## src/rtl/core/hkpt_pkg.sv

```systemverilog
// Shared types, constants and reset values for the hue keyed pixel tint block.
// No dependencies; every other file in rtl/core but hkpt_checker refers to this package.
package hkpt_pkg;

  // Configuration port geometry and register indexes
  localparam int unsigned CfgIdxW  = 3;
  localparam int unsigned CfgDataW = 9;

  localparam logic [CfgIdxW-1:0] REG_TINT_RED  = 3'd0;
  localparam logic [CfgIdxW-1:0] REG_TINT_GRN  = 3'd1;
  localparam logic [CfgIdxW-1:0] REG_TINT_BLU  = 3'd2;
  localparam logic [CfgIdxW-1:0] REG_BLEND_WT  = 3'd3;
  localparam logic [CfgIdxW-1:0] REG_HUE_LOWER = 3'd4;
  localparam logic [CfgIdxW-1:0] REG_HUE_UPPER = 3'd5;

  // Register reset values
  localparam logic [7:0] RST_TINT      = 8'd255;
  localparam logic [8:0] RST_BLEND_WT  = 9'd205;
  localparam logic [7:0] RST_HUE_LOWER = 8'd12;
  localparam logic [7:0] RST_HUE_UPPER = 8'd24;

  // Depth of the queue between classifier and tint datapath
  localparam int unsigned FIFO_DEPTH = 4;

  typedef struct packed {
    logic [7:0] tint_red;
    logic [7:0] tint_green;
    logic [7:0] tint_blue;
    logic [8:0] blend_weight;
    logic [7:0] hue_lower_bound;
    logic [7:0] hue_upper_bound;
  } cfg_t;

  // Blue sits in the low byte, matching the stream packing
  typedef struct packed {
    logic [7:0] red;
    logic [7:0] green;
    logic [7:0] blue;
  } pix_t;

  // Classified pixel handed from front to back
  typedef struct packed {
    logic matched;
    pix_t pix;
  } item_t;

endpackage

```

## src/rtl/core/hkpt_front.sv

```systemverilog
// Front end: hue computation (pipelined restoring divider) and hue window test.
// Depends on hkpt_pkg.
module hkpt_front (
  input  logic                clk_i,
  input  logic                rst_ni,
  input  hkpt_pkg::cfg_t      cfg_i,
  input  logic                in_valid_i,
  output logic                in_ready_o,
  input  hkpt_pkg::pix_t      in_pix_i,
  output logic                out_valid_o,
  input  logic                out_ready_i,
  output hkpt_pkg::item_t     out_item_o
);

  localparam int unsigned QuoW      = 8;          // hue quotient bits, one per stage
  localparam int unsigned RemW      = 17;         // 60*n + d stays below 2^17
  localparam int unsigned DenW      = 9;          // 2*d
  localparam int unsigned NumStages = QuoW + 2;   // capture, prep, divider steps
  localparam logic [QuoW-1:0] HueWrap = 8'd180;

  typedef struct packed {
    hkpt_pkg::pix_t  pix;
    logic [RemW-1:0] rem;
    logic [DenW-1:0] den;
    logic [QuoW-1:0] quo;
  } stage_t;

  stage_t               st_q [NumStages];
  stage_t               st_d [NumStages];
  logic [NumStages-1:0] vld_q, vld_d, ld;

  // Each stage loads when empty or when the stage after it moves on
  assign ld[NumStages-1] = !vld_q[NumStages-1] || out_ready_i;
  for (genvar i = 0; i < NumStages - 1; i++) begin : g_ld
    assign ld[i] = !vld_q[i] || ld[i+1];
  end
  assign in_ready_o = ld[0];

  assign vld_d[0] = ld[0] ? in_valid_i : vld_q[0];
  for (genvar i = 1; i < NumStages; i++) begin : g_vld
    assign vld_d[i] = ld[i] ? vld_q[i-1] : vld_q[i];
  end

  // Stage 0: capture
  always_comb begin
    st_d[0]     = '0;
    st_d[0].pix = in_pix_i;
  end

  // Stage 1: max/min, hue numerator and divisor
  logic [7:0]  p_r, p_g, p_b, p_mx, p_mn, p_d;
  logic [10:0] p_n;
  always_comb begin
    p_r = st_q[0].pix.red;
    p_g = st_q[0].pix.green;
    p_b = st_q[0].pix.blue;
    p_mx = p_r;
    p_mn = p_r;
    if (p_g > p_mx) p_mx = p_g;
    if (p_b > p_mx) p_mx = p_b;
    if (p_g < p_mn) p_mn = p_g;
    if (p_b < p_mn) p_mn = p_b;
    p_d = p_mx - p_mn;
    if (p_mx == p_r) begin
      // only this sector can go negative; fold it up by six sectors
      if (p_g >= p_b) p_n = 11'(p_g) - 11'(p_b);
      else            p_n = 11'(p_d) * 11'd6 - (11'(p_b) - 11'(p_g));
    end else if (p_mx == p_g) begin
      p_n = 11'(p_b) + {2'b00, p_d, 1'b0} - 11'(p_r);
    end else begin
      p_n = 11'(p_r) + {1'b0, p_d, 2'b00} - 11'(p_g);
    end
    st_d[1]     = st_q[0];
    st_d[1].quo = '0;
    if (p_d == 8'd0) begin
      st_d[1].rem = '0;
      st_d[1].den = DenW'(1);
    end else begin
      st_d[1].rem = RemW'(p_n) * RemW'(60) + RemW'(p_d);
      st_d[1].den = {p_d, 1'b0};
    end
  end

  // Stages 2..: one quotient bit each, MSB first
  for (genvar i = 2; i < NumStages; i++) begin : g_div
    localparam int unsigned K = NumStages - 1 - i;
    logic [RemW-1:0] den_sh;
    assign den_sh = RemW'(st_q[i-1].den) << K;
    always_comb begin
      st_d[i] = st_q[i-1];
      if (st_q[i-1].rem >= den_sh) begin
        st_d[i].rem    = st_q[i-1].rem - den_sh;
        st_d[i].quo[K] = 1'b1;
      end
    end
  end

  for (genvar i = 0; i < NumStages; i++) begin : g_reg
    always_ff @(posedge clk_i) begin
      if (ld[i]) begin
        st_q[i] <= st_d[i];
      end
    end
  end

  always_ff @(posedge clk_i or negedge rst_ni) begin
    if (!rst_ni) begin
      vld_q <= '0;
    end else begin
      vld_q <= vld_d;
    end
  end

  // Hue wrap and strict window compare
  logic [QuoW-1:0] hue;
  assign hue = (st_q[NumStages-1].quo >= HueWrap) ? st_q[NumStages-1].quo - HueWrap
                                                  : st_q[NumStages-1].quo;

  assign out_valid_o        = vld_q[NumStages-1];
  assign out_item_o.pix     = st_q[NumStages-1].pix;
  assign out_item_o.matched = (hue > cfg_i.hue_lower_bound) &&
                              (hue < cfg_i.hue_upper_bound);

endmodule

```

## src/rtl/core/hkpt_fifo.sv

```systemverilog
// Small register queue decoupling the classifier from the tint datapath.
// Depends on hkpt_pkg.
module hkpt_fifo #(
  parameter int unsigned Depth = hkpt_pkg::FIFO_DEPTH
) (
  input  logic            clk_i,
  input  logic            rst_ni,
  input  logic            in_valid_i,
  output logic            in_ready_o,
  input  hkpt_pkg::item_t in_item_i,
  output logic            out_valid_o,
  input  logic            out_ready_i,
  output hkpt_pkg::item_t out_item_o
);

  localparam int unsigned PtrW = (Depth > 1) ? $clog2(Depth) : 1;
  localparam int unsigned CntW = $clog2(Depth + 1);

  hkpt_pkg::item_t mem_q [Depth];
  logic [PtrW-1:0] wr_ptr_q, wr_ptr_d, rd_ptr_q, rd_ptr_d;
  logic [CntW-1:0] cnt_q, cnt_d;
  logic            push, pop;

  assign in_ready_o  = (cnt_q != CntW'(Depth));
  assign out_valid_o = (cnt_q != '0);
  assign push        = in_valid_i && in_ready_o;
  assign pop         = out_valid_o && out_ready_i;
  assign out_item_o  = mem_q[rd_ptr_q];

  always_comb begin
    wr_ptr_d = wr_ptr_q;
    rd_ptr_d = rd_ptr_q;
    cnt_d    = cnt_q;
    if (push) wr_ptr_d = (wr_ptr_q == PtrW'(Depth - 1)) ? '0 : wr_ptr_q + 1'b1;
    if (pop)  rd_ptr_d = (rd_ptr_q == PtrW'(Depth - 1)) ? '0 : rd_ptr_q + 1'b1;
    if (push && !pop)      cnt_d = cnt_q + 1'b1;
    else if (pop && !push) cnt_d = cnt_q - 1'b1;
  end

  always_ff @(posedge clk_i) begin
    if (push) begin
      mem_q[wr_ptr_q] <= in_item_i;
    end
  end

  always_ff @(posedge clk_i or negedge rst_ni) begin
    if (!rst_ni) begin
      wr_ptr_q <= '0;
      rd_ptr_q <= '0;
      cnt_q    <= '0;
    end else begin
      wr_ptr_q <= wr_ptr_d;
      rd_ptr_q <= rd_ptr_d;
      cnt_q    <= cnt_d;
    end
  end

endmodule

```

## src/rtl/core/hkpt_back.sv

```systemverilog
// Back end: gray level, blend toward white, per-channel tint scaling.
// Depends on hkpt_pkg; last stage is the output register.
module hkpt_back (
  input  logic            clk_i,
  input  logic            rst_ni,
  input  hkpt_pkg::cfg_t  cfg_i,
  input  logic            in_valid_i,
  output logic            in_ready_o,
  input  hkpt_pkg::item_t in_item_i,
  output logic            out_valid_o,
  input  logic            out_ready_i,
  output hkpt_pkg::item_t out_item_o
);

  localparam int unsigned NumStages = 4;
  localparam logic [8:0]  WtOne     = 9'd256;

  typedef struct packed {
    hkpt_pkg::item_t item;
    logic [15:0]     gray;     // 256 * gray
    logic [8:0]      wt;
    logic [23:0]     beta;     // 65536 * beta
    logic [15:0]     y_red;    // beta * tint / 65536
    logic [15:0]     y_green;
    logic [15:0]     y_blue;
  } stage_t;

  stage_t               st_q [NumStages];
  stage_t               st_d [NumStages];
  logic [NumStages-1:0] vld_q, vld_d, ld;

  // floor(y / 255) for y up to 255*255
  function automatic logic [7:0] div255(input logic [15:0] y);
    logic [16:0] t;
    t = 17'(y) + 17'(y[15:8]) + 17'd1;
    return t[15:8];
  endfunction

  assign ld[NumStages-1] = !vld_q[NumStages-1] || out_ready_i;
  for (genvar i = 0; i < NumStages - 1; i++) begin : g_ld
    assign ld[i] = !vld_q[i] || ld[i+1];
  end
  assign in_ready_o = ld[0];

  assign vld_d[0] = ld[0] ? in_valid_i : vld_q[0];
  for (genvar i = 1; i < NumStages; i++) begin : g_vld
    assign vld_d[i] = ld[i] ? vld_q[i-1] : vld_q[i];
  end

  always_comb begin
    // gray numerator and saturated weight
    st_d[0]      = '0;
    st_d[0].item = in_item_i;
    st_d[0].gray = 16'(16'(in_item_i.pix.red)   * 16'd77  +
                       16'(in_item_i.pix.green) * 16'd151 +
                       16'(in_item_i.pix.blue)  * 16'd28);
    st_d[0].wt   = (cfg_i.blend_weight > WtOne) ? WtOne : cfg_i.blend_weight;

    // blend toward white: 255*256*(256-w) + w*gray
    st_d[1]      = st_q[0];
    st_d[1].beta = 24'(24'(WtOne - st_q[0].wt) * 24'd65280) +
                   24'(24'(st_q[0].wt) * 24'(st_q[0].gray));

    // tint products, keep the integer part above 2^16
    st_d[2]         = st_q[1];
    st_d[2].y_red   = 16'((32'(st_q[1].beta) * 32'(cfg_i.tint_red))   >> 16);
    st_d[2].y_green = 16'((32'(st_q[1].beta) * 32'(cfg_i.tint_green)) >> 16);
    st_d[2].y_blue  = 16'((32'(st_q[1].beta) * 32'(cfg_i.tint_blue))  >> 16);

    // divide by 255 and select tinted or original pixel
    st_d[3] = st_q[2];
    if (st_q[2].item.matched) begin
      st_d[3].item.pix.red   = div255(st_q[2].y_red);
      st_d[3].item.pix.green = div255(st_q[2].y_green);
      st_d[3].item.pix.blue  = div255(st_q[2].y_blue);
    end
  end

  for (genvar i = 0; i < NumStages; i++) begin : g_reg
    always_ff @(posedge clk_i) begin
      if (ld[i]) begin
        st_q[i] <= st_d[i];
      end
    end
  end

  always_ff @(posedge clk_i or negedge rst_ni) begin
    if (!rst_ni) begin
      vld_q <= '0;
    end else begin
      vld_q <= vld_d;
    end
  end

  assign out_valid_o = vld_q[NumStages-1];
  assign out_item_o  = st_q[NumStages-1].item;

endmodule

```

## src/rtl/core/hue_keyed_pixel_tint.sv

```systemverilog
// Top level of the hue keyed pixel tint block: config registers, front, queue, back.
// Depends on hkpt_pkg, hkpt_front, hkpt_fifo, hkpt_back.
//
//  channel   direction  tdata                               tuser
//  s_axis    in         [7:0] blue [15:8] green [23:16] red  -
//  m_axis    out        [7:0] blue [15:8] green [23:16] red  [0] hue_matched
//  cfg       in         cfg_index_i: register, cfg_data_i: value (ready always high)
//
// One pixel per clock sustained while m_axis is ready. Path from input transfer to
// result: 10 front stages (capture, hue prep, 8-step hue divider), the queue
// register, 4 back stages (gray, blend, tint multiply, /255 and output reg).
// Reset is asynchronous and clears pipeline valids and queue pointers; registers
// come up at their defaults. No clearing pass. A stalled m_axis backs up the back
// pipe first; the queue lets the front keep classifying until it fills.
module hue_keyed_pixel_tint #(
  parameter int unsigned FifoDepth = hkpt_pkg::FIFO_DEPTH
) (
  input  logic                          clk_i,
  input  logic                          rst_ni,
  // pixel input stream
  input  logic                          s_axis_tvalid,
  output logic                          s_axis_tready,
  input  logic [23:0]                   s_axis_tdata,   // blue, green, red
  // pixel result stream
  output logic                          m_axis_tvalid,
  input  logic                          m_axis_tready,
  output logic [23:0]                   m_axis_tdata,   // blue, green, red
  output logic [0:0]                    m_axis_tuser,   // hue_matched
  // register writes
  input  logic                          cfg_valid_i,
  output logic                          cfg_ready_o,
  input  logic [hkpt_pkg::CfgIdxW-1:0]  cfg_index_i,
  input  logic [hkpt_pkg::CfgDataW-1:0] cfg_data_i
);

  hkpt_pkg::cfg_t  cfg_q, cfg_d;
  hkpt_pkg::item_t front_item, back_in_item, back_out_item;
  logic            front_valid, front_ready;
  logic            back_in_valid, back_in_ready;

  // Registers always writable; user rule (not enforced): software only writes while idle
  assign cfg_ready_o = 1'b1;

  always_comb begin
    cfg_d = cfg_q;
    if (cfg_valid_i) begin
      case (cfg_index_i)
        hkpt_pkg::REG_TINT_RED:  cfg_d.tint_red        = cfg_data_i[7:0];
        hkpt_pkg::REG_TINT_GRN:  cfg_d.tint_green      = cfg_data_i[7:0];
        hkpt_pkg::REG_TINT_BLU:  cfg_d.tint_blue       = cfg_data_i[7:0];
        hkpt_pkg::REG_BLEND_WT:  cfg_d.blend_weight    = cfg_data_i;
        hkpt_pkg::REG_HUE_LOWER: cfg_d.hue_lower_bound = cfg_data_i[7:0];
        hkpt_pkg::REG_HUE_UPPER: cfg_d.hue_upper_bound = cfg_data_i[7:0];
        default: ;  // unknown index: write dropped
      endcase
    end
  end

  always_ff @(posedge clk_i or negedge rst_ni) begin
    if (!rst_ni) begin
      cfg_q.tint_red        <= hkpt_pkg::RST_TINT;
      cfg_q.tint_green      <= hkpt_pkg::RST_TINT;
      cfg_q.tint_blue       <= hkpt_pkg::RST_TINT;
      cfg_q.blend_weight    <= hkpt_pkg::RST_BLEND_WT;
      cfg_q.hue_lower_bound <= hkpt_pkg::RST_HUE_LOWER;
      cfg_q.hue_upper_bound <= hkpt_pkg::RST_HUE_UPPER;
    end else begin
      cfg_q <= cfg_d;
    end
  end

  // Front: hue and window match
  hkpt_front u_front (
    .clk_i       (clk_i),
    .rst_ni      (rst_ni),
    .cfg_i       (cfg_q),
    .in_valid_i  (s_axis_tvalid),
    .in_ready_o  (s_axis_tready),
    .in_pix_i    (hkpt_pkg::pix_t'(s_axis_tdata)),
    .out_valid_o (front_valid),
    .out_ready_i (front_ready),
    .out_item_o  (front_item)
  );

  // Queue between classifier and datapath
  hkpt_fifo #(
    .Depth (FifoDepth)
  ) u_fifo (
    .clk_i       (clk_i),
    .rst_ni      (rst_ni),
    .in_valid_i  (front_valid),
    .in_ready_o  (front_ready),
    .in_item_i   (front_item),
    .out_valid_o (back_in_valid),
    .out_ready_i (back_in_ready),
    .out_item_o  (back_in_item)
  );

  // Back: gray blend and tint
  hkpt_back u_back (
    .clk_i       (clk_i),
    .rst_ni      (rst_ni),
    .cfg_i       (cfg_q),
    .in_valid_i  (back_in_valid),
    .in_ready_o  (back_in_ready),
    .in_item_i   (back_in_item),
    .out_valid_o (m_axis_tvalid),
    .out_ready_i (m_axis_tready),
    .out_item_o  (back_out_item)
  );

  assign m_axis_tdata    = back_out_item.pix;
  assign m_axis_tuser[0] = back_out_item.matched;

endmodule

```

## config.mk

```make
export PLATFORM = sky130hd
export DESIGN_NAME = hue_keyed_pixel_tint
export DESIGN_NICKNAME = d
export VERILOG_FILES = /design/src/rtl/core/hkpt_pkg.sv /design/src/rtl/core/hkpt_front.sv /design/src/rtl/core/hkpt_fifo.sv /design/src/rtl/core/hkpt_back.sv /design/src/rtl/core/hue_keyed_pixel_tint.sv
export SDC_FILE = /design/constraint.sdc
export NUM_CORES = 2
export LEC_CHECK = 0
export BUFFER_PORTS_ARGS = -buffer_cell sky130_fd_sc_hd__buf_2
export CORE_MARGIN = 2
export CORE_UTILIZATION = 40
export CTS_CLUSTER_DIAMETER = 100
export DETAILED_ROUTE_END_ITERATION = 7
export PLACE_DENSITY = 0.57
export SYNTH_ARGS = -nofsm -noshare
export SYNTH_HDL_FRONTEND = slang
export SYNTH_SLANG_ARGS = --single-unit
```

## constraint.sdc

```tcl
create_clock -name clk_i -period 21.4 [get_ports clk_i]
set_input_delay 0 -clock clk_i [delete_from_list [all_inputs] [get_ports clk_i]]
set_output_delay 0 -clock clk_i [all_outputs]
set_load 0.01 [all_outputs]
```

After elaboration in Yosys (flattened, before gate mapping):

Memories as Yosys holds them, arrays and structs flattened.
Index checks and enable logic that the tools add are counted.

* flip-flop bits (word level): 70
* RAM bits: 1168
* input port bits: 41
* memories: 3

* $add $sub $neg: 32
* multipliers: 10
* $lt $le $gt $ge: 17
* equal/unequal tests: 10
* muxes and demuxes: 61
* reductions and logical operators: 45

Memories
* u_front.st_q: words 10, width 58, rd ports 10, clocked after memory_dff 0, wr ports 10, line hkpt_front.sv:28 `stage_t st_q [NumStages];`
* u_back.st_q: words 4, width 122, rd ports 4, clocked after memory_dff 0, wr ports 4, line hkpt_back.sv:28 `stage_t st_q [NumStages];`
* u_fifo.mem_q: words 4, width 25, rd ports 1, clocked after memory_dff 0, wr ports 1, line hkpt_fifo.sv:19 `hkpt_pkg::item_t mem_q [Depth];`

Operator list (number)
* $mux W17: 8
* $mul A24 B8 Y32: 3
* $add A16 B1 Y16 const B: 3
* $add A16 B8 Y16: 3
* $mux W8: 5
* $mux W1: 38
* $mux W11: 3
* $mux W26: 1
* $add A24 B24 Y24: 1
* $gt A8 B8 Y1: 3
* $lt A8 B8 Y1: 3
* $mul A24 B8 Y16 const B: 1
* $mul A9 B16 Y24: 1
* $mux W24: 1
* $sub A11 B8 Y11: 2
* $sub A8 B8 Y9: 2
* $add A17 B8 Y17: 1
* $ge A17 B10 Y1: 1
* $ge A17 B11 Y1: 1
* $ge A17 B12 Y1: 1
* $ge A17 B13 Y1: 1
* $ge A17 B14 Y1: 1
* $ge A17 B15 Y1: 1
* $ge A17 B16 Y1: 1
* other kinds (45): 89

Longest topological paths before layout:

* word-level depth: 13
* depth in mapped cells: 57
* mapped depth without buffers: 53

Cells and area by module:

From an unflattened synthesis, not the netlist that was laid out.

* cells, all modules: 5617
* area, all modules: 64084.0 sq um

Modules (own cells, without submodules)
* hkpt_back: instances 1, cells an instance 3285, area an instance 32691.4 sq um
* hkpt_front: instances 1, cells an instance 2055, area an instance 25420.6 sq um
* hkpt_fifo: instances 1, cells an instance 167, area an instance 4043.9 sq um
* hue_keyed_pixel_tint: instances 1, cells an instance 110, area an instance 1928.1 sq um

Least setup slack after synthesis:

Ideal clock, no wire load.

* path kind: register to register
* start point: memory u_front.st_q[0][43] (netlist name)
* end point: memory u_front.st_q[1][33] (netlist name), data pin
* arrival: 10489 ps
* data required time: 21253 ps
* slack: 10764 ps
* stages on the path, launching flop included: 54
* path buffers: 4
* cell sequence: edfxtp_1 -> inv_1 -> ha_1 -> nand2b_1 -> a21oi_2 -> o21ai_2 -> a21oi_2 -> mux2i_1 -> ha_1 -> a21oi_1 -> o21ai_0 -> a21oi_1 -> o22ai_1 -> or3_1 -> buf_2 -> and2_4 -> buf_6 -> buf_6 -> [... 18 more ...] -> o21ai_0 -> nand2b_1 -> or3_1 -> mux2i_1 -> o21ai_1 -> a21oi_1 -> fa_1 -> inv_1 -> fa_1 -> inv_1 -> ha_1 -> a21boi_0 -> nor4b_1 -> a211oi_1 -> nor3_1 -> nand2_1 -> or3_1 -> a21oi_1

RTL lines (line)
* start, declared: hkpt_front.sv:28

==> reports/qor.csv <==
stage;metric;value;unit
critical_path;critPathRequiredTime;21.93;ns
timing;timing.fmax;0.08042;GHz
critical_path;path_class;reg -> reg;
yosys;synth_cells;5490;
drt;routedWlPerCell;17.26;µm
timing;hold_violations;0;
finish;drive_above_1_share;7.104;%
finish;area_growth_syn_to_layout;9.864;%
critical_path;critPathLaunch;u_front.st_q[0][43];
worst_hold_path;hp-class;in -> reg;
clock_tree;post_cts.repair.setup_buffers;0;
yosys;synth_nets;6707;
clock_tree;clock-sinks;836;
yosys;synth_warnings;0;
critical_path;worstSetupStartpointType;register;
yosys;synthMuxAreaShare;2.283;%
critical_path;endpoint_kind;register;
floorplan;start_util;40.35;%
worst_hold_path;hold_depth;2;
timing;relSlewSlack;20.25;%
finish;fin_nets;6800;
critical_path;reg2reg_to;u_front.st_q[1][33];
drt;first_pass_iters;5;
critical_path;path_max_fanout;15;
global_route;grt_max_degree;75;
global_route;grt_overflow;0;
floorplan;die_x;401.4;µm
clock_tree;post_cts_resized;0;
yosys;yosys.area.top_type;edfxtp_1;
floorplan;die_y;401.4;µm
yosys;synthesis.area;63180;µm²
floorplan;core;156600;µm²
clock_tree;clk_latency;0.71;ns
critical_path;r2r-start;u_front.st_q[0][43];
timing;skew;0.05328;ns
timing;rsz0062_at_grt;no;
yosys;synth-edff-count;766;
drt;route.vias.total;38413;
floorplan;design.die.area;161200;µm²
yosys;synth_top_cell_area_share;36.41;%
floorplan;ios;69;
floorplan;rows;145;
place;place_congestion;0.8534;
yosys;synth_xor_area_share;3.590;%
drt;ant_nets;0;
timing;period_needed;12.43;ns
global_route;gr-usage-all-layers;17.03;%
clock_tree;cts_buffers;91;
clock_tree;cts_hold_buf;78;
global_route;antenna_found_initial;3;
clock_tree;cts.reportedPaths.clkPinSlew;0.06;ns
yosys;syn_area_per_cell;11.51;µm²
yosys;netlist_top_cells_area;edfxtp_1, fa_1, ha_1, inv_1, nand2_1;
yosys;synth_fa_ha_area_share;31.05;%
drt;drt_iter0_drc;1559;
worst_hold_path;min_to;u_front.st_q[0][44];
global_route;grt_pass1_wl;220.0;mm
yosys;synth-compound-area-share;6.587;%
yosys;synth_ff_type;edfxtp_1;
yosys;ys_seq_elements;836;
drt;route.detailed.drc;0;
timing;max_slew.worst_pin.slew;1.192;ns
yosys;synth_top_family_by_area;adder cells;
critical_path;cp_common_cell;a21oi_1;
global_route;grt_pass1_vias;41833;
status;outcome;complete, no violations;
drt;totalWireLength;133.2;mm
critical_path;crit_slowest_cell;xor2_1;
yosys;synthSimpleGateAreaFrac;11.07;%
critical_path;crit_path_max_incr_delay;0.93;ns
timing;setup_violations;0;
critical_path;r2r.worst_path.cells;49;
timing;post-route-period-util;58.11;%
clock_tree;htree_num_levels;3;
yosys;synthArstFlopShare;8.373;%
clock_tree;cts_root_buf;clkbuf_16;
place;dp_hpwl;100.5;mm
place;io_buffers;67;
yosys;ys_seq_area_share;39.24;%
clock_tree;cts_tree;yes;
timing;drv_slew;0;
worst_hold_path;hold_start;s_axis_tdata[10];
finish;diodes;0;
timing;setup_tns;0;ns
drt;viasPerCell;4.978;
yosys;ys_types;90;
clock_tree;clockBufferDepth;3;
critical_path;critPathArrivalTime;12.97;ns
run;drv_cap;0;
critical_path;reg2reg_slack;8.97;ns
==> registers in the layout (all words and copies together) (netlist names) <==
name	cells
u_front.vld_q	10
cfg_q	49
u_front.st_q	469
u_fifo.mem_q	100
u_back.st_q	197
u_fifo.wr_ptr_q	2
u_fifo.cnt_q	3
u_back.vld_q	4
u_fifo.rd_ptr_q	2
==> routing by layer <==
metal	track usage (%)	wire length, µm	vias up
met2	32.10	70970	509
met1	20.10	54710	19374
li1	-	-	18320
met5	0	12	-
met3	1.928	3545	208
met4	5.230	3994	2
==> critical path, delay by kind of cell, from the launching register on <==
kind                       cells  cell delay (ns)
AOI/OAI and AO/OA             18             3.83
and+or+nand+nor               14             2.88
adders and majority gates      8             2.80
xor gates and xnor gates       3             1.17
muxes                          1             0.55
buffers and inverters          5             0.54
DFF                            1             0.49
==> metrics by stage <==
step	util [%]	setup slack (ns)	hold slack (ns)	cell area [µm²]	cells
detailed placement	41.94	9.126	-0.02979	65670	7470
CTS	44.33	9.018	0.001039	69410	7717
floorplan	-	10.76	-0.2956	63180	5490
global route	44.33	8.037	0.03234	69410	7717
global placement	41.94	9.306	-0.03401	65670	7470
finish	44.33	8.965	0.05700	69410	7717
==> cell families after synthesis <==
family	after synthesis
simple gates	1428
fa+ha+maj	1176
buf+inv	1028
flops	836
compound gates	656
xor+xnor	259
mux	106
other cells	1
==> placed cells by master, fill, tap and decap left out, types with 26 or more instances in the layout <==
cell and count:
a21o_1 73, a21oi_1 216, and2_1 307, buf_2 66, buf_4 33, clkbuf_16 91
dfrtp_1 36, dfstp_2 33, dlygate4sd3_1 77, edfxtp_1 766, fa_1 653, ha_1 523
inv_1 845, mux2_2 55, mux2i_1 26, nand2_1 557, nand2b_1 57, nand3_1 34
nor2_1 223, nor2b_1 65, nor3_1 53, o21a_1 58, o21ai_0 139, o21bai_1 27
xnor2_1 177, xor2_1 82
==> Yosys cell counts (10+ instances only) <==
master,number
and2_1,311
nor4_1,12
mux4_2,25
or3_1,17
o31ai_1,12
a211oi_1,15
o21bai_1,27
a31oi_1,10
nand2_1,561
nor2_1,223
a21oi_1,216
o21a_1,58
clkbuf_1,152
o21ai_0,139
nand4_1,20
dfrtp_1,37
fa_1,653
nor2b_1,65
dfstp_2,33
xor2_1,82
inv_1,848
ha_1,523
o211ai_1,13
mux2_2,55
buf_1,14
mux2i_1,26
xnor2_1,177
a21boi_0,17
nor3_1,53
nand3_1,37
edfxtp_1,766
a21o_1,73
nand2b_1,57
==> area by class of cell <==
cell class,instances,area (µm²)
tap,2058,2575
fill,14533,87150
clock buffer,108,2371
sequential,836,24800
inverter,851,3194
multi-input combinational,3626,34520
timing repair buffer,177,1369
clock inverter,61,586.8
==> worst max-delay path by stage <==
stage                          end  slack, ns
6_report       u_front.st_q[1][33]       8.97
4_1_cts        u_front.st_q[1][33]       9.02
3_5_place_dp   u_front.st_q[1][33]       9.13
5_1_grt        u_front.st_q[1][33]       8.04
2_1_floorplan  u_front.st_q[1][33]      10.76
3_3_place_gp   u_front.st_q[1][33]       9.31
Power is not shown: default switching activity piles up to over one toggle a cycle in this logic, so the estimate is an artifact.
